File: src/hw/rtl/lfbd_pkg.sv
package lfbd_pkg;

    localparam int BYTE_BITS     = 8;
    localparam int OFF_BITS      = 12;
    localparam int LEN_BITS      = 5;
    localparam int CFG_IDX_BITS  = 1;
    localparam int FIFO_DEPTH    = 4;
    localparam int FIFO_PTR_BITS = $clog2(FIFO_DEPTH);
    localparam int FIFO_CNT_BITS = $clog2(FIFO_DEPTH + 1);

    localparam logic [CFG_IDX_BITS-1:0] CFG_MATCH_BIAS  = 1'b0;
    localparam logic [CFG_IDX_BITS-1:0] CFG_OUTPUT_SIZE = 1'b1;

    typedef enum logic [1:0] {
        PH_FLAG  = 2'd0,
        PH_ITEM  = 2'd1,
        PH_TOKHI = 2'd2
    } phase_t;

    typedef enum logic {
        CMD_LIT   = 1'b0,
        CMD_MATCH = 1'b1
    } cmd_kind_t;

    // One unit of work for the copy engine: a literal or a clipped match.
    typedef struct packed {
        cmd_kind_t                kind;
        logic                     last;
        logic [LEN_BITS-1:0]      len;
        logic [OFF_BITS-1:0]      off;
        logic [BYTE_BITS-1:0]     lit;
    } cmd_t;

endpackage

File: src/hw/rtl/lfbd_cmd_fifo.sv
module lfbd_cmd_fifo (
    input  logic            clk,
    input  logic            rst_n,
    input  logic            push_valid,
    output logic            push_ready,
    input  lfbd_pkg::cmd_t  push_data,
    output logic            pop_valid,
    input  logic            pop_ready,
    output lfbd_pkg::cmd_t  pop_data
);

    lfbd_pkg::cmd_t                       slot_reg [lfbd_pkg::FIFO_DEPTH];
    logic [lfbd_pkg::FIFO_PTR_BITS-1:0]   wr_ptr_reg, wr_ptr_next;
    logic [lfbd_pkg::FIFO_PTR_BITS-1:0]   rd_ptr_reg, rd_ptr_next;
    logic [lfbd_pkg::FIFO_CNT_BITS-1:0]   count_reg, count_next;
    logic                                 do_push;
    logic                                 do_pop;

    assign push_ready = (count_reg != lfbd_pkg::FIFO_CNT_BITS'(lfbd_pkg::FIFO_DEPTH));
    assign pop_valid  = (count_reg != '0);
    assign pop_data   = slot_reg[rd_ptr_reg];
    assign do_push    = push_valid && push_ready;
    assign do_pop     = pop_valid && pop_ready;

    always_comb
    begin
        wr_ptr_next = do_push ? wr_ptr_reg + lfbd_pkg::FIFO_PTR_BITS'(1) : wr_ptr_reg;
        rd_ptr_next = do_pop  ? rd_ptr_reg + lfbd_pkg::FIFO_PTR_BITS'(1) : rd_ptr_reg;
        count_next  = count_reg;
        if (do_push && !do_pop)
        begin
            count_next = count_reg + lfbd_pkg::FIFO_CNT_BITS'(1);
        end
        else if (do_pop && !do_push)
        begin
            count_next = count_reg - lfbd_pkg::FIFO_CNT_BITS'(1);
        end
    end

    always_ff @(posedge clk)
    begin
        if (do_push)
        begin
            slot_reg[wr_ptr_reg] <= push_data;
        end
    end

    always_ff @(posedge clk or negedge rst_n)
    begin
        if (!rst_n)
        begin
            wr_ptr_reg <= '0;
            rd_ptr_reg <= '0;
            count_reg  <= '0;
        end
        else
        begin
            wr_ptr_reg <= wr_ptr_next;
            rd_ptr_reg <= rd_ptr_next;
            count_reg  <= count_next;
        end
    end

endmodule

File: config.mk
export PLATFORM = sky130hd
export DESIGN_NAME = lfbd_cmd_fifo
export DESIGN_NICKNAME = d
export VERILOG_FILES = /design/src/hw/rtl/lfbd_pkg.sv /design/src/hw/rtl/lfbd_cmd_fifo.sv
export SDC_FILE = /design/constraint.sdc
export NUM_CORES = 1
export LEC_CHECK = 0
export ABC_AREA = 1
export BUFFER_PORTS_ARGS = -buffer_cell sky130_fd_sc_hd__buf_4
export CORE_ASPECT_RATIO = 1.1
export CORE_MARGIN = 1
export CORE_UTILIZATION = 25
export CTS_CLUSTER_SIZE = 28
export DETAILED_ROUTE_END_ITERATION = 6
export PLACE_DENSITY = 0.5
export SYNTH_ARGS = -nofsm -noshare
export SYNTH_HDL_FRONTEND = slang
export SYNTH_SLANG_ARGS = --single-unit
File: constraint.sdc
create_clock -name clk -period 3.6 [get_ports clk]
set_clock_uncertainty 0.05 [all_clocks]
set_input_delay 0.72 -clock clk [delete_from_list [all_inputs] [get_ports clk]]
set_output_delay 0.72 -clock clk [all_outputs]
set_load 0.05 [all_outputs]
==> impl_results.md, run 1 <==
* Status: finished clean
* Nets at between 400 and 500
* DP HPWL at between 6 and 7 mm
* Core area at between 15000 and 20000 sq um
* Global-route wire length before repair at between 15 and 20 mm
* Fin Setup TNS at 0 ns
* Commonest non-fill, non-tap cell in the layout: edfxtp_1
* Syn Inst Count at 373
* Most frequent cells in the layout: 108 x edfxtp_1, 98 x nand2_1, 68 x inv_1, 64 x buf_4, 44 x o211ai_1
* Post-layout minimum cycle time at 2.64 ns
* Sequential-to-total area share from yosys stat at 0.720
* FMAX at around 0.38 GHz
* Initial antenna violation count at 0
* R2r endpoint: slot_reg[3][16]$_DFFE_PP_
* Post-route insts no fill at between 600 and 700
* P_leak at ~2.5 nW
* Area Overhead vs Synth at 29.0%
* Clk Latency, worst-skew pair at a little over 0.4 ns
* Layout cell share with drive strength beyond 1 at 0.249
* Finish-stage setup viols at 0
* Resized Gates After CTS at 0
* Crit-path leading delay family: buffers and inverters
* Initial Utilization at 0.257
* Die ar. at slightly below 20000 sq um
* Area of the multi-input gates at ~1000 sq um
* CTS tree: built
* Mapped Area at around 4700 sq um
* Post-synthesis area per instance at 12.7 sq um
* Post-route ant nets at 0
* Worst reg2reg path startpoint: count_reg[0]$_DFFE_PN0P_
* Die width at 133 microns
* Slowest CP cell: dfrtp_1
* Clock buffer depth at 2
* Fill cells at 1820
* DRC Markers at 0
* Buf+Inv Stages, Crit Path at 3
* Distinct cells, synth at 18
* Placed cell count at approximately 670
* Reg area at 3420 sq um
* First-pass iteration count of the detailed router at 4
* Worst Hold Class: primary input to async pin
* DRT iter0 DRCs at 151
* FF-to-FF setup slack at ~1.4 ns
* Post-CTS setup buffers at 0
* Period utilization at 0.735
* RD Place Congestion at around 0.7
* VDD IR max at between 0.8 and 0.9 mV
* Largest net degree at the start of global routing at between 100 and 150
* Area contributors post-synth: edfxtp_1 68%, nand2_1 7.7%, o211ai_1 7.0%, inv_1 5.4%, dfrtp_1 3.7%
* Num CTS Buffers at 17
* DRT Wirelength at 9.52 mm
* Ys Warns at 0
* MaxCap Viol Count at 0
* Power per cell area at roughly 1000 nW/um^2
* CP cell instances: clkinv_2 -> buf_12 -> nand2_1 -> o211ai_1 -> nand2_1 -> buf_4
* GRT Util Overall at 0.107
* Pins Over Slew Limit at 0
* Reg2reg path depth at 5
* Crit path capture type: output port
* Req. time, crit path at 2.83 ns
* Layout Utilization at 0.331
* Critical Path Max Stage Delay at approximately 0.4 ns
* Vias in the first global route at 2901
* Vias post-DR at between 2000 and 3000
* Io pins at 60
* PortBufs at 59
* Avg WL per Cell at around 14 microns
* Number of synthesized register bits at between 100 and 150
* H-tree depth at 4
* Worst-path fanout max at approximately 110
* Site Rows at 52
* Nature of the critical path startpoint: flop
* Top cell type's share of synthesized area at 0.683
* Via density per instance at a little over 4
* Mapped Nets at 410
* Dominant cell type by area after synthesis: edfxtp_1
* # hold bufs at CTS at 0
* RSZ-0062 raised after global routing: no
* Max reg flops at about 110
* Diodes inserted at 0
* Top cell by count, worst path: nand2_1
* Root buf cell: clkbuf_16
* Crit path DAT at 1.87 ns
* Fin. Hold Viols at 0
* Global route total overflow at 0
* Critical path class: flop to output port
* Reg clk slew, reported paths at roughly 0.060 ns
* Die Height at around 150 microns
* Relative slew slack at 0.549
* Num Clock Sinks at ~120
* Slew @ Worst Pin at 0.675 ns
-- metrics by stage --
step | total power, W | hold WS (ns) | setup WS, ns | area (sq um)
after global placement | 0.00440 | 0.428 | 1.20 | 5490
after CTS | 0.00622 | 0.0450 | 0.920 | 6120
after global routing | 0.00647 | 0.0461 | 0.830 | 6120
after detailed placement | 0.00443 | 0.455 | 1.16 | 5490
final | 0.00612 | 0.0662 | 0.956 | 6120
after floorplan | 0.00368 | 0.374 | 0.770 | 4750
-- layout make-up --
type | instances | area share
clock inverters | 15 | 0.0337
multi-input cells | 172 | 0.164
inverters | 70 | 0.0431
repair buffers | 65 | 0.0817
flip-flops and latches | 115 | 0.558
clock buffers | 17 | 0.0695
well taps | 243 | 0.0496
-- cell usage after synthesis --
library cell,instances
edfxtp_1,108
xnor2_1,1
clkbuf_1,1
nor2_1,4
nand3_1,7
nand2_1,98
buf_6,2
dfrtp_1,7
o211ai_2,10
inv_2,2
ha_1,5
nand4_1,1
buf_2,12
inv_1,68
o211ai_1,44
buf_1,1
fa_1,1
o21ai_0,1
-- worst max-delay path by stage --
stage	from	end	slack (ns)	cells past startpoint
floorplan	count_reg[0]$_DFFE_PN0P_	slot_reg[0][0]$_DFFE_PP_	0.77	4
global placement	push_valid	slot_reg[3][18]$_DFFE_PP_	1.20	4
detailed placement	push_valid	slot_reg[3][18]$_DFFE_PP_	1.16	4
CTS	rd_ptr_reg[1]$_DFFE_PN0P_	pop_data[12]	0.92	4
global route	rd_ptr_reg[0]$_DFFE_PN0P_	pop_data[26]	0.83	6
finish	rd_ptr_reg[0]$_DFFE_PN0P_	pop_data[26]	0.96	6
-- per-layer routing --
metal,share of wire,track usage,vias up
met1,0.45,0.127,1325
li1,-,-,1433
met2,0.48,0.169,62
met4,0.014,0.0528,0
met5,0,0,-
met3,0.057,0.0420,11
-- power by group --
part	leakage [nW]	switching (W)	internal, W
Clock	0.304	0.000608	0.00116
Sequential	1.07	0.0000848	0.00177
Combinational	1.12	0.00180	0.000691
Total	2.50	0.00250	0.00362
-- logic make-up (layout without fill, tap and decap cells) --
group / count (synthesis) / in the layout / share of synthesized area
buf+inv: 86 / 167 / 0.0743
flops: 115 / 115 / 0.720
xor+xnor: 1 / 1 / 0.00185
compound gates: 55 / 55 / 0.0970
fa+ha+maj: 6 / 6 / 0.0174
simple gates: 110 / 110 / 0.0894
(Power assumes the default switching activity.)
==> run 2: changes to the inputs <==
PLACE_DENSITY = 0.51   (was 0.5)
clock period = 2.15 ns   (was 3.6 ns; I/O delays follow)
==> run 2 against run 1 <==
  * Global-route usage shrank 0.27 points
  * Non-clock buffer count grew 14
  * Sequential power grew 68%
  * Via count grew 1.9%
  * Critical path type unchanged
  * Highest routed layer unchanged
==> impl_results.md, run 2 (same netlist as run 1, synthesis figures left out) <==
* Largest net degree at the start of global routing at 37
* Clk Latency, worst-skew pair at 0.41 ns
* H-tree depth at 4
* Crit path capture type: output port
* Post-layout minimum cycle time at around 2.1 ns
* DRT Wirelength at approximately 9.6 mm
* MaxCap Viol Count at 0
* Sw Share at 0.412
* CP cell instances: clkinv_4 -> buf_12 -> o211ai_1 -> nand2_1 -> buf_4
* VDD IR max at between 0.6 and 0.7 mV
* Most frequent cells in the layout: 108 x edfxtp_1, 97 x nand2_1, 70 x buf_4, 68 x inv_1, 44 x o211ai_1
* PortBufs at approximately 60
* Post-route ant nets at 0
* Via density per instance at 4.06
* Flop pwr share at 0.309
* FMAX at about 0.5 GHz
* RD Place Congestion at roughly 0.7
* Die ar. at 19500 sq um
* Slowest CP cell: dfrtp_1
* Diodes inserted at 0
* Layout cell share with drive strength beyond 1 at 0.265
* Vias post-DR at about 2900
* GRT Util Overall at 0.105
* Core area at roughly 18000 sq um
* Finish-stage setup viols at 0
* Status: finished clean
* Global route total overflow at 0
* Met2 Use GR at 0.170
* Met1 usage at 0.123
* Fin. Hold Viols at 0
* Worst Setup Slack post-DPL at 0.177 ns
* Power per cell area at around 1600 nW/um^2
* Vias in the first global route at between 2000 and 3000
* Nets at between 400 and 500
* Io pins at 60
* CTS tree: built
* Die width at 133 microns
* Total chip power at about 0.01 W
* Pint at between 0.005 and 0.006 W
* Clock share of power at 0.245
* Initial Utilization at 0.257
* Area Overhead vs Synth at 30.8%
* Num CTS Buffers at 17
* Pins Over Slew Limit at 0
* Busiest grt layer: met2
* Clock buffer depth at 2
* Slew @ Worst Pin at between 0.3 and 0.4 ns
* RSZ-0062 raised after global routing: yes
* Commonest non-fill, non-tap cell in the layout: edfxtp_1
* Initial antenna violation count at 0
* DP HPWL at a little over 6 mm
* DRC Markers at 0
* Max reg flops at 108
* Req. time, crit path at between 1.5 and 2 ns
* Die Height at 147 microns
* Relative slew slack at 0.760
* Worst-path fanout max at 36
* Worst Hold Class: primary input to flop
* Worst setup margin at between 0.09 and 0.1 ns
* Critical Path Max Stage Delay at slightly below 0.4 ns
* DRT iter0 DRCs at roughly 140
* Buf+Inv Stages, Crit Path at 3
* Crit path DAT at ~1.6 ns
* Period utilization at 0.957
* Avg WL per Cell at between 10 and 15 microns
* Reg clk slew, reported paths at around 0.05 ns
* Nature of the critical path startpoint: flop
* Routing usage on met3 at 0.0417
* Crit-path leading delay family: buffers and inverters
* Logic pwr share at 0.447
* Root buf cell: clkbuf_16
* Reported net switching power at about 0.0042 W
* Site Rows at 52
* Fill cells at between 1500 and 2000
* First-pass iteration count of the detailed router at 4
* Global-route wire length before repair at between 10 and 15 mm
* Num Clock Sinks at between 100 and 150
* P_leak at ~2.5 nW
* Critical path class: flop to output port
==> run 2: cell count changes in the layout (fill, tap and decap cells not counted), moves of 2 or more <==
| cell | change |
|---|---|
| nand3_2 | +2 |
| bufinv_16 | -3 |
| nand3_1 | -2 |
| buf_4 | +6 |
| clkbuf_1 | +3 |
| clkinv_1 | +2 |
| inv_6 | -3 |
| buf_6 | +4 |
| clkinv_4 | -2 |
| buf_12 | +2 |
| clkinv_2 | +3 |
==> run 2: cell type report <==
type,count,area (sq um),area share
Sequential cell,115,3420,0.550
Timing Repair Buffer,79,666,0.107
Clock buffer,20,437,0.0703
Multi-Input combinational cell,172,1020,0.165
Clock inverter,12,91.3,0.0147
Tap cell,243,304,0.0490
Inverter,70,270,0.0435
==> run 2: metrics by stage <==
step	util	std cells	hold WS, ns	TNS, ns	instance area (sq um)
detailed placement	0.303	674	0.203	0	5600
global placement	0.303	674	0.198	0	5600
CTS	0.334	710	0.147	0	6170
floorplan	-	373	0.0844	0	4790
global route	0.336	711	0.145	-0.100	6210
finish	0.336	711	0.174	0	6210
==> run 2: worst paths after layout <==
kind | startpoint | endpoint | slack, ns | cells past startpoint
max | rd_ptr_reg[0]$_DFFE_PN0P_ | pop_data[25] | 0.09 | 5
min | push_data[22] | slot_reg[0][22]$_DFFE_PP_ | 0.17 | 1
min reg2reg | count_reg[2]$_DFFE_PN0P_ | count_reg[2]$_DFFE_PN0P_ | 0.48 | 2
max reg2reg | count_reg[0]$_DFFE_PN0P_ | count_reg[1]$_DFFE_PN0P_ | 0.17 | 9
min in group asynchronous | rst_n | count_reg[0]$_DFFE_PN0P_ | 0.32 | 2
max in group asynchronous | rst_n | rd_ptr_reg[1]$_DFFE_PN0P_ | 1.61 | 2
==> run 2: worst register-to-register path, delay by kind of cell, from the launching register on <==
family | cells | cell delay, ns
buffers and inverters | 3 | 0.26
DFF | 1 | 0.42
and+or+nand+nor | 3 | 0.42
AOI/OAI and AO/OA | 1 | 0.07
adders and majority gates | 2 | 0.63
==> run 2: repair_timing <==
item,CTS,global route
hold buffers,1,0
endpoints found under the hold margin,7,0
resized for setup,2,4
gates cloned,0,1
pin swaps,0,1
setup buffers,3,0
endpoints found under the setup margin,25,12
==> run 2: per-layer routing <==
metal | share of wire | routed length (microns)
met5 | 0 | 0
met4 | 0.014 | 138
met3 | 0.043 | 410
met2 | 0.50 | 4820
met1 | 0.44 | 4250
==> run 2: power by group through the flow <==
stage               Sequential [W]  Combinational [W]  Clock [W]
floorplan                  0.00312            0.00309          0
global placement           0.00314            0.00440          0
detailed placement         0.00315            0.00445          0
CTS                        0.00311            0.00452    0.00254
global route               0.00315            0.00487    0.00265
finish                     0.00311            0.00451    0.00247
