--- config.mk ---
export PLATFORM = sky130hd
export DESIGN_NAME = lfbd_front
export DESIGN_NICKNAME = d
export VERILOG_FILES = /design/src/hw/rtl/lfbd_pkg.sv /design/src/hw/rtl/lfbd_front.sv
export SDC_FILE = /design/constraint.sdc
export NUM_CORES = 1
export LEC_CHECK = 0
export BUFFER_PORTS_ARGS = -buffer_cell sky130_fd_sc_hd__buf_2
export CORE_MARGIN = 2
export CORE_UTILIZATION = 55
export DETAILED_ROUTE_END_ITERATION = 8
export PLACE_DENSITY = 0.87
export SYNTH_ARGS = -nofsm -noshare
export SYNTH_HDL_FRONTEND = slang
export SYNTH_SLANG_ARGS = --single-unit
--- constraint.sdc ---
create_clock -name clk -period 18.2 [get_ports clk]
set_clock_uncertainty 0.15 [all_clocks]
set_input_delay 1.82 -clock clk [delete_from_list [all_inputs] [get_ports clk]]
set_output_delay 1.82 -clock clk [all_outputs]
set_load 0.005 [all_outputs]
--- src/hw/rtl/lfbd_pkg.sv ---
package lfbd_pkg;

    localparam int BYTE_BITS     = 8;
    localparam int OFF_BITS      = 12;
    localparam int LEN_BITS      = 5;
    localparam int CFG_IDX_BITS  = 1;
    localparam int FIFO_DEPTH    = 4;
    localparam int FIFO_PTR_BITS = $clog2(FIFO_DEPTH);
    localparam int FIFO_CNT_BITS = $clog2(FIFO_DEPTH + 1);

    localparam logic [CFG_IDX_BITS-1:0] CFG_MATCH_BIAS  = 1'b0;
    localparam logic [CFG_IDX_BITS-1:0] CFG_OUTPUT_SIZE = 1'b1;

    typedef enum logic [1:0] {
        PH_FLAG  = 2'd0,
        PH_ITEM  = 2'd1,
        PH_TOKHI = 2'd2
    } phase_t;

    typedef enum logic {
        CMD_LIT   = 1'b0,
        CMD_MATCH = 1'b1
    } cmd_kind_t;

    // One unit of work for the copy engine: a literal or a clipped match.
    typedef struct packed {
        cmd_kind_t                kind;
        logic                     last;
        logic [LEN_BITS-1:0]      len;
        logic [OFF_BITS-1:0]      off;
        logic [BYTE_BITS-1:0]     lit;
    } cmd_t;

endpackage

--- src/hw/rtl/lfbd_front.sv ---
module lfbd_front #(
    parameter int SIZE_BITS = 24
) (
    input  logic                               clk,
    input  logic                               rst_n,
    input  logic                               cfg_we,
    input  logic [lfbd_pkg::CFG_IDX_BITS-1:0]  cfg_index,
    input  logic [SIZE_BITS-1:0]               cfg_data,
    input  logic                               in_valid,
    output logic                               in_ready,
    input  logic [lfbd_pkg::BYTE_BITS-1:0]     in_byte,
    output logic                               cmd_valid,
    input  logic                               cmd_ready,
    output lfbd_pkg::cmd_t                     cmd
);

    lfbd_pkg::phase_t                 phase_reg, phase_next;
    logic [lfbd_pkg::BYTE_BITS-1:0]   flag_bits_reg, flag_bits_next;
    logic [2:0]                       flag_index_reg, flag_index_next;
    logic [lfbd_pkg::BYTE_BITS-1:0]   token_low_reg, token_low_next;
    logic [SIZE_BITS-1:0]             bytes_left_reg, bytes_left_next;
    logic [1:0]                       match_bias_reg;
    logic [SIZE_BITS-1:0]             output_size_reg;

    logic                             accept;
    logic [SIZE_BITS-1:0]             bl_load;
    logic [SIZE_BITS-1:0]             bl_after;
    logic [1:0]                       bias_eff;
    logic [lfbd_pkg::LEN_BITS-1:0]    full_len;
    logic [lfbd_pkg::LEN_BITS-1:0]    clip_len;
    logic [2:0]                       idx_inc;

    assign in_ready = cmd_ready;
    assign accept   = in_valid && cmd_ready;
    assign idx_inc  = flag_index_reg + 3'd1;

    always_comb
    begin
        case (match_bias_reg)
            2'd0:    bias_eff = 2'd1;
            2'd3:    bias_eff = 2'd2;
            default: bias_eff = match_bias_reg;
        endcase
        full_len = lfbd_pkg::LEN_BITS'(token_low_reg[3:0]) + lfbd_pkg::LEN_BITS'(bias_eff)
                   + lfbd_pkg::LEN_BITS'(1);
        if (bytes_left_reg < SIZE_BITS'(full_len))
        begin
            clip_len = bytes_left_reg[lfbd_pkg::LEN_BITS-1:0];
        end
        else
        begin
            clip_len = full_len;
        end
    end

    always_comb
    begin
        phase_next      = phase_reg;
        flag_bits_next  = flag_bits_reg;
        flag_index_next = flag_index_reg;
        token_low_next  = token_low_reg;
        bytes_left_next = bytes_left_reg;
        bl_load         = bytes_left_reg;
        bl_after        = bytes_left_reg;
        cmd_valid       = 1'b0;
        cmd.kind        = lfbd_pkg::CMD_LIT;
        cmd.last        = 1'b0;
        cmd.len         = lfbd_pkg::LEN_BITS'(1);
        cmd.off         = {token_low_reg[7:4], in_byte};
        cmd.lit         = in_byte;

        if (accept)
        begin
            case (phase_reg)
                lfbd_pkg::PH_FLAG:
                begin
                    if (bytes_left_reg == '0)
                    begin
                        bl_load = output_size_reg;
                    end
                    bytes_left_next = bl_load;
                    flag_bits_next  = in_byte;
                    flag_index_next = 3'd0;
                    phase_next      = (bl_load == '0) ? lfbd_pkg::PH_FLAG : lfbd_pkg::PH_ITEM;
                end
                lfbd_pkg::PH_ITEM:
                begin
                    if (flag_bits_reg[flag_index_reg])
                    begin
                        bl_after        = bytes_left_reg - SIZE_BITS'(1);
                        cmd_valid       = 1'b1;
                        cmd.kind        = lfbd_pkg::CMD_LIT;
                        cmd.last        = (bl_after == '0);
                        bytes_left_next = bl_after;
                        flag_index_next = idx_inc;
                        phase_next      = (idx_inc == 3'd0 || bl_after == '0) ?
                                          lfbd_pkg::PH_FLAG : lfbd_pkg::PH_ITEM;
                        if (bl_after == '0)
                        begin
                            flag_index_next = 3'd0;
                        end
                    end
                    else
                    begin
                        token_low_next = in_byte;
                        phase_next     = lfbd_pkg::PH_TOKHI;
                    end
                end
                lfbd_pkg::PH_TOKHI:
                begin
                    // token low nibble sits in token_low; distance offset is the upper 12 bits
                    bl_after        = bytes_left_reg - SIZE_BITS'(clip_len);
                    cmd_valid       = 1'b1;
                    cmd.kind        = lfbd_pkg::CMD_MATCH;
                    cmd.last        = (bl_after == '0);
                    cmd.len         = clip_len;
                    cmd.off         = {in_byte, token_low_reg[7:4]};
                    bytes_left_next = bl_after;
                    flag_index_next = idx_inc;
                    phase_next      = (idx_inc == 3'd0 || bl_after == '0) ?
                                      lfbd_pkg::PH_FLAG : lfbd_pkg::PH_ITEM;
                    if (bl_after == '0)
                    begin
                        flag_index_next = 3'd0;
                    end
                end
                default:
                begin
                    phase_next = lfbd_pkg::PH_FLAG;
                end
            endcase
        end
    end

    always_ff @(posedge clk or negedge rst_n)
    begin
        if (!rst_n)
        begin
            phase_reg       <= lfbd_pkg::PH_FLAG;
            flag_bits_reg   <= '0;
            flag_index_reg  <= '0;
            token_low_reg   <= '0;
            bytes_left_reg  <= '0;
            match_bias_reg  <= 2'd1;
            output_size_reg <= SIZE_BITS'(1);
        end
        else
        begin
            phase_reg      <= phase_next;
            flag_bits_reg  <= flag_bits_next;
            flag_index_reg <= flag_index_next;
            token_low_reg  <= token_low_next;
            bytes_left_reg <= bytes_left_next;
            if (cfg_we && cfg_index == lfbd_pkg::CFG_MATCH_BIAS)
            begin
                match_bias_reg <= cfg_data[1:0];
            end
            if (cfg_we && cfg_index == lfbd_pkg::CFG_OUTPUT_SIZE)
            begin
                output_size_reg <= cfg_data;
            end
        end
    end

endmodule

==> metrics.txt, run 1 <==
status=complete, no violations; total global-route track usage=31.1%; Max VDD drop=0.0000777 V; top-area cell type share of the netlist area=30.9%; vias in the first global route=5,220; Fillers=906; PD cells=169 nW/um2; final WL=16,600 um; internal power=511 uW; crit end category=output port; mean post-synth cell area=8.72 um2; initial antenna violation count=0; Final Hold Viols=0; #FFs+latches synth=71; # rows=36; Num CTS Buffers=9; WL per Instance=20.6 um; diodes inserted=0; Congestion Overflow GR=0; share of post-route cells with drive strength above 1=23.3%; CTS root buf=clkbuf_8; Crit Path Class=reg2out; switching portion of total power=50.1%; Max H-tree Level=3; post-synthesis sequential area ratio=31.8%; Async S/R FF share, synth=100%; DR DRC count=0; first-pass GRT wire length=27,000 um; Pre-Repair DR Iteration Count=6; Hold-fix buffers, CTS=0; post-detailed-route count of antenna-violating nets=0; Layout Nets=731; Slew @ Worst Pin=0.960 ns; crit-path cells=inv_1 -> ha_1 -> mux2i_1 -> ha_1 -> inv_1 -> fa_1 -> inv_1 -> ha_1 -> o21a_1 -> o21ai_0 -> nand2b_1 -> a21oi_1 -> o21ai_1 -> mux2_2 -> ha_1 -> nand2_1 -> o311ai_0 -> nor3_1 -> nor4_1 -> nand4_1 -> nor4b_2 -> o2111a_1 -> buf_2; maxcap violations=0; Top Ports=67; Sequential Power Share=30.7%; DP Wirelength=12,300 um; leading area contributor after synthesis=dfrtp_1; clock slew at reported path FFs=0.08 ns; area delta synth->final=8.42%; CTS Buffer Depth=2; crit path DAT=6.45 ns; Fmax=119 MHz; FF+latch area=1780 um2; Yosys warnings=0; Largest stage delay, worst path=0.80 ns; Post CTS Setup Buffer Count=0; Final GP Congestion=0.998; post_cts resized=0; routed vias=5,293; RSZ-0062 raised after global routing=false; Worst Hold Class=reg2reg; Comb pwr share=57.0%; final setup vio count=0; Post-synth EDFFs=0; reg2reg setup slack=11.62 ns; CP delay by family, top=compound AO/OA/AOI/OAI gates; CTS sink count=71; Die X=105 um; Clock Latency Late Sink=0.37 ns; Post-Syn Instances=641; period utilization=46.3%; initial core utilization=56.9%; Worst slew margin=35.8%; CORE AREA=9820 um2; type of origin of the critical path=register; pin count of the biggest net entering global routing=72; Vias/cell=6.57; Min Clock Period, post-route=8.42 ns; Pleak=2.50 nW; Port-buffer cells=66; synth top area cells=dfrtp_1 31%, mux2_2 11%, ha_1 5.1%; CTS tree=done; CP Data Required Time=16.23 ns; Clk pwr share=12.3%; Die Ht=105 um; Yosys cell types=68; 1st-iter DRT viols=432; Top cell by count, worst path=ha_1; multi-input logic area=3470 um2; Synthesized Nets=704; fin. max-slew vios=0; CP max FO=8; top_reg_cell synth=dfrtp_1; Core Util, Final=61.7%; setup tns final=0 ns; post-synthesis instance area=5590 um2; CP Buf/Inv Count=4; Total Power=1.02 mW; switching pwr=513 uW; Die ar.=11,000 um2; Crit-path slowest cell=o311ai_0
==> cells in the final DEF, fill, tap and decap left out, drive strengths merged, types with 5 or more instances in the layout <==
| cell | count |
|---|---|
| a21o | 5 |
| a21oi | 43 |
| a221oi | 12 |
| buf | 73 |
| clkbuf | 13 |
| dfrtp | 69 |
| ha | 23 |
| inv | 22 |
| mux2 | 56 |
| mux2i | 5 |
| nand2 | 41 |
| nand3 | 18 |
| nand4 | 12 |
| nor2 | 69 |
| nor2b | 6 |
| nor3 | 18 |
| nor3b | 5 |
| nor4 | 28 |
| o21a | 6 |
| o21ai | 21 |
| or2 | 5 |
| or3 | 9 |
| or4 | 6 |
| xnor2 | 13 |
| xor2 | 16 |
==> final cells by class <==
| type | count | share of cell area (%) |
|---|---|---|
| tap | 133 | 2.75 |
| clock buffer | 13 | 2.29 |
| clock inverter | 3 | 0.723 |
| multi-input combinational | 491 | 57.2 |
| timing repair buffer | 73 | 6.32 |
| sequential | 71 | 29.4 |
| inverter | 22 | 1.36 |
==> power by group through the flow <==
stage	Clock (mW)	Combinational, mW	Sequential [mW]
after floorplan	0	0.467	0.253
after global placement	0	0.550	0.310
after detailed placement	0	0.566	0.312
after CTS	0.125	0.572	0.310
after global routing	0.134	0.638	0.323
final	0.125	0.584	0.315
==> worst reg2reg max path: stages, from the launching register on <==
cell and delay (ns):
dfstp_2 0.55, inv_1 0.06, ha_1 0.32, mux2i_1 0.20, ha_1 0.18, inv_1 0.06, fa_1 0.51, inv_1 0.05
ha_1 0.26, o21a_1 0.10, o21ai_0 0.08, nand2b_1 0.08, a21oi_1 0.06, o21ai_1 0.43, mux2_2 0.43, ha_1 0.44
nand2_1 0.11, o311ai_0 0.80, nor3_1 0.13, or2_2 0.36, nand4b_1 0.18, nor3_1 0.60, o21ai_0 0.27
==> worst paths after layout <==
path,startpoint,to,cells after the start
max in group asynchronous,rst_n,flag_bits_reg[1],2
worst min register to register,token_low_reg[0],token_low_reg[0],1
worst min-delay path,token_low_reg[0],token_low_reg[0],1
worst max-delay path,match_bias_reg[0],cmd[25],23
min in group asynchronous,rst_n,bytes_left_reg[23],2
worst max register to register,match_bias_reg[0],flag_index_reg[1],22
==> routing by layer <==
layer,up-vias,GRT usage [%],share of wire (%)
li1,2405,-,-
met1,2571,41.8,42
met2,273,48.7,46
met3,44,6.67,8.6
met4,0,13.0,3.0
met5,-,0,0
==> stage by stage <==
step | setup WS (ns) | hold WS (ns) | instance area (um2) | instances
2_1_floorplan | 10.97 | 0.324 | 5590 | 641
6_report | 9.78 | 0.364 | 6060 | 806
5_1_grt | 9.43 | 0.379 | 6060 | 806
3_3_place_gp | 10.53 | 0.335 | 5880 | 790
4_1_cts | 9.78 | 0.363 | 6060 | 806
3_5_place_dp | 10.16 | 0.349 | 5880 | 790
==> cells by family (layout without fill, tap and decap cells) <==
family / count (synthesis) / count (layout) / share of synthesized area [%]
AND/OR/NAND/NOR: 237 / 237 / 21.9
AO/OA/AOI/OAI: 137 / 137 / 16.7
buffers and inverters: 79 / 111 / 6.16
flip-flops: 71 / 71 / 31.8
multiplexers: 63 / 63 / 13.0
XOR/XNOR: 29 / 29 / 4.54
adder cells (fa/ha/maj): 25 / 25 / 5.87
==> synth_stat cells (3+ instances only) <==
cell type  number
dfrtp_1        69
nor2_1         69
mux2_2         56
a21oi_1        43
nand2_1        41
clkbuf_1       39
nor4_1         26
ha_1           23
inv_1          22
o21ai_0        20
nand3_1        18
nor3_1         17
xor2_1         16
xnor2_1        13
a221oi_1       12
nand4_1        12
buf_4           9
or3_1           9
nor2b_1         6
o21a_1          6
a21o_1          5
buf_2           5
mux2i_1         5
nor3b_1         5
or2_2           5
or4_1           5
a2111oi_0       4
a211oi_1        4
and3_1          4
nand2b_1        4
nand3b_1        4
o31ai_1         4
a21boi_0        3
a31oi_1         3
a32oi_1         3
buf_1           3
o2111ai_1       3
o211ai_1        3
o22a_1          3
o31a_1          3
Power figures use the tool's default switching activity.
==> inputs of run 2 (changes only) <==
--- a/config.mk
+++ b/config.mk
@@ -5,6 +5,7 @@
 export SDC_FILE = /design/constraint.sdc
 export NUM_CORES = 1
 export LEC_CHECK = 0
+export ABC_AREA = 1
 export BUFFER_PORTS_ARGS = -buffer_cell sky130_fd_sc_hd__buf_2
 export CORE_MARGIN = 2
 export CORE_UTILIZATION = 55
==> constraint.sdc (replaced) <==
create_clock -name clk -period 8.75 [get_ports clk]
set_clock_uncertainty 0.15 [all_clocks]
set_input_delay 0.875 -clock clk [delete_from_list [all_inputs] [get_ports clk]]
set_output_delay 0.875 -clock clk [all_outputs]
set_load 0.005 [all_outputs]
==> run 2 against run 1 <==
Total power increased to 2.6 times the previous value. Area after synthesis increased by 9.5%. Core utilization fell by 0.20 points. Final area grew 10%. Global-route usage increased by 2.2 points. Critical path type unchanged. Die area grew 9.2%. Sequential power is 88% higher. First-iteration DRC count increased by 18%. Routed wire length grew 13%. Sequential share of layout area down 2.7 points. Final cell count up 38%. Largest power group unchanged.
==> metrics.txt, run 2 <==
area delta synth->final=8.91%; DP Wirelength=14,300 um; Inst Count DP=1,096; synth cell count leaders=271 x nand2_1, 108 x nor2_1, 90 x inv_1; Top cell by count, worst path=nand2_1; synth top area cells=dfrtp_1 28%, nand2_1 17%, o21ai_0 6.7%; type of origin of the critical path=register; Final Hold Viols=0; status=complete, no violations; CTS Buffer Depth=2; final WL=18,800 um; leading area contributor after synthesis=dfrtp_1; post-detailed-route count of antenna-violating nets=0; Crit Path Class=reg2out; Die X=110 um; routed vias=6,431; clock slew at reported path FFs=0.08 ns; Worst slew margin=38.2%; initial antenna violation count=0; period utilization=75.6%; Pleak=3.27 nW; setup tns final=0 ns; first-pass GRT wire length=30,100 um; leading cell types in the layout, fill and taps excluded=271 x nand2_1, 108 x nor2_1, 90 x inv_1; crit path DAT=5.59 ns; diodes inserted=0; top_reg_cell synth=dfrtp_1; initial core utilization=56.5%; share of post-route cells with drive strength above 1=16.7%; top-area cell type share of the netlist area=28.2%; Final GP Congestion=1.07; Post-synth EDFFs=0; Sequential Power Share=22.0%; post-synthesis instance area=6120 um2; Synthesized Nets=983; Num CTS Buffers=9; CTS sink count=71; crit end category=output port; WL per Instance=16.9 um; Yosys cell types=46; #FFs+latches synth=71; CP Data Required Time=7.73 ns; Largest stage delay, worst path=0.55 ns; maxcap violations=0; PD cells=402 nW/um2; post-synthesis sequential area ratio=29.1%; # rows=38; Clock Latency Late Sink=0.38 ns; commonest non-fill, non-tap cell in the layout=nand2_1; switching pwr=1.54 mW; Worst Hold Class=reg2reg; Hold-fix buffers, CTS=0; Die ar.=12,000 um2; Post-Syn Instances=920; grt peak-use layer=met2; Layout Cells excl Fill=1,112; Pre-Repair DR Iteration Count=6; total global-route track usage=33.4%; Top Ports=67; Comb pwr share=66.5%; Fillers=1,039; CP max FO=10; Vias/cell=5.78; count leader, synth=nand2_1; RSZ-0062 raised after global routing=false; Layout Nets=1,030; CORE AREA=10,800 um2; Max VDD drop=0.000223 V; met1 GRT Util=46.2%; Fmax=151 MHz; Die Ht=110 um; Post CTS Setup Buffer Count=0; reg2reg setup slack=3.32 ns; Max H-tree Level=3; met2 global-route usage=52.6%; Congestion Overflow GR=0; Clk pwr share=11.4%; GRT met3 Usage=5.33%; Port-buffer cells=66; switching portion of total power=57.5%; DR DRC count=0; final setup vio count=0; Yosys warnings=0; Total Power=2.68 mW; fin. max-slew vios=0; Slew @ Worst Pin=0.923 ns; mean post-synth cell area=6.65 um2; CTS root buf=clkbuf_8; CTS tree=done; Core Util, Final=61.5%; internal power=1.14 mW; Min Clock Period, post-route=6.62 ns; Crit-path slowest cell=dfstp_2; pin count of the biggest net entering global routing=72; vias in the first global route=5,860; Async S/R FF share, synth=100%; 1st-iter DRT viols=510; post_cts resized=0
[run 2: cell types whose count changed in the layout (fill, tap and decap cells not counted), sizes merged, moves of 37 or more]
cell   change
nand2    +240
inv       +81
o21ai     +73
nor2      +64
mux2      -38
nand3     +37
[run 2: layer usage]
layer	share of wire, %	vias to the layer above	wire length (um)
li1	-	3113	-
met1	42	2931	7910
met2	46	339	8550
met3	9.6	48	1800
met4	2.8	0	529
met5	0	-	0
[run 2: worst max-delay path: cells and delay by family (launching register included)]
kind,cells,cell delay [ns]
flip-flops,1,0.55
AO/OA/AOI/OAI,6,1.09
adder cells (fa/ha/maj),5,1.46
AND/OR/NAND/NOR,15,1.65
buffers and inverters,3,0.23
XOR/XNOR,1,0.21
[run 2: power groups by stage]
stage | clock network, mW | registers, mW | logic, mW
after global placement | 0 | 0.589 | 1.69
after detailed placement | 0 | 0.591 | 1.72
after floorplan | 0 | 0.538 | 1.32
after CTS | 0.308 | 0.585 | 1.73
final | 0.307 | 0.591 | 1.78
after global routing | 0.325 | 0.606 | 1.98
[run 2: cell families (layout without fill, tap and decap cells)]
logic type | count (synthesis) | in the layout | share of synthesized area [%]
buf+inv | 136 | 188 | 9.71
simple gates | 507 | 507 | 37.1
mux | 18 | 18 | 3.31
fa+ha+maj | 25 | 25 | 5.35
flops | 71 | 71 | 29.1
xor+xnor | 9 | 9 | 1.29
compound gates | 154 | 154 | 14.2
[run 2: final cells by class]
cell class,instances,area [um2],area share (%)
multi-input combinational,713,3750,56.2
sequential,71,1780,26.7
tap,140,175,2.63
clock inverter,6,91.3,1.37
inverter,103,390,5.85
timing repair buffer,69,355,5.33
clock buffer,10,128,1.91
[run 2: worst paths after layout]
path | startpoint | end | cells after the start
worst max-delay path | match_bias_reg[0] | cmd[25] | 30
worst min-delay path | flag_bits_reg[7] | flag_bits_reg[7] | 2
worst max register to register | match_bias_reg[0] | phase_reg[0] | 29
worst min register to register | flag_bits_reg[7] | flag_bits_reg[7] | 2
max in group asynchronous | rst_n | flag_bits_reg[2] | 1
min in group asynchronous | rst_n | output_size_reg[2] | 1
[run 2: through the flow]
stage | hold slack, ns | cell area [um2] | worst slack [ns]
after global placement | 0.316 | 6450 | 2.79
after floorplan | 0.298 | 6120 | 3.29
after detailed placement | 0.323 | 6450 | 2.64
after global routing | 0.378 | 6670 | 1.72
final | 0.344 | 6670 | 2.13
after CTS | 0.347 | 6670 | 2.21
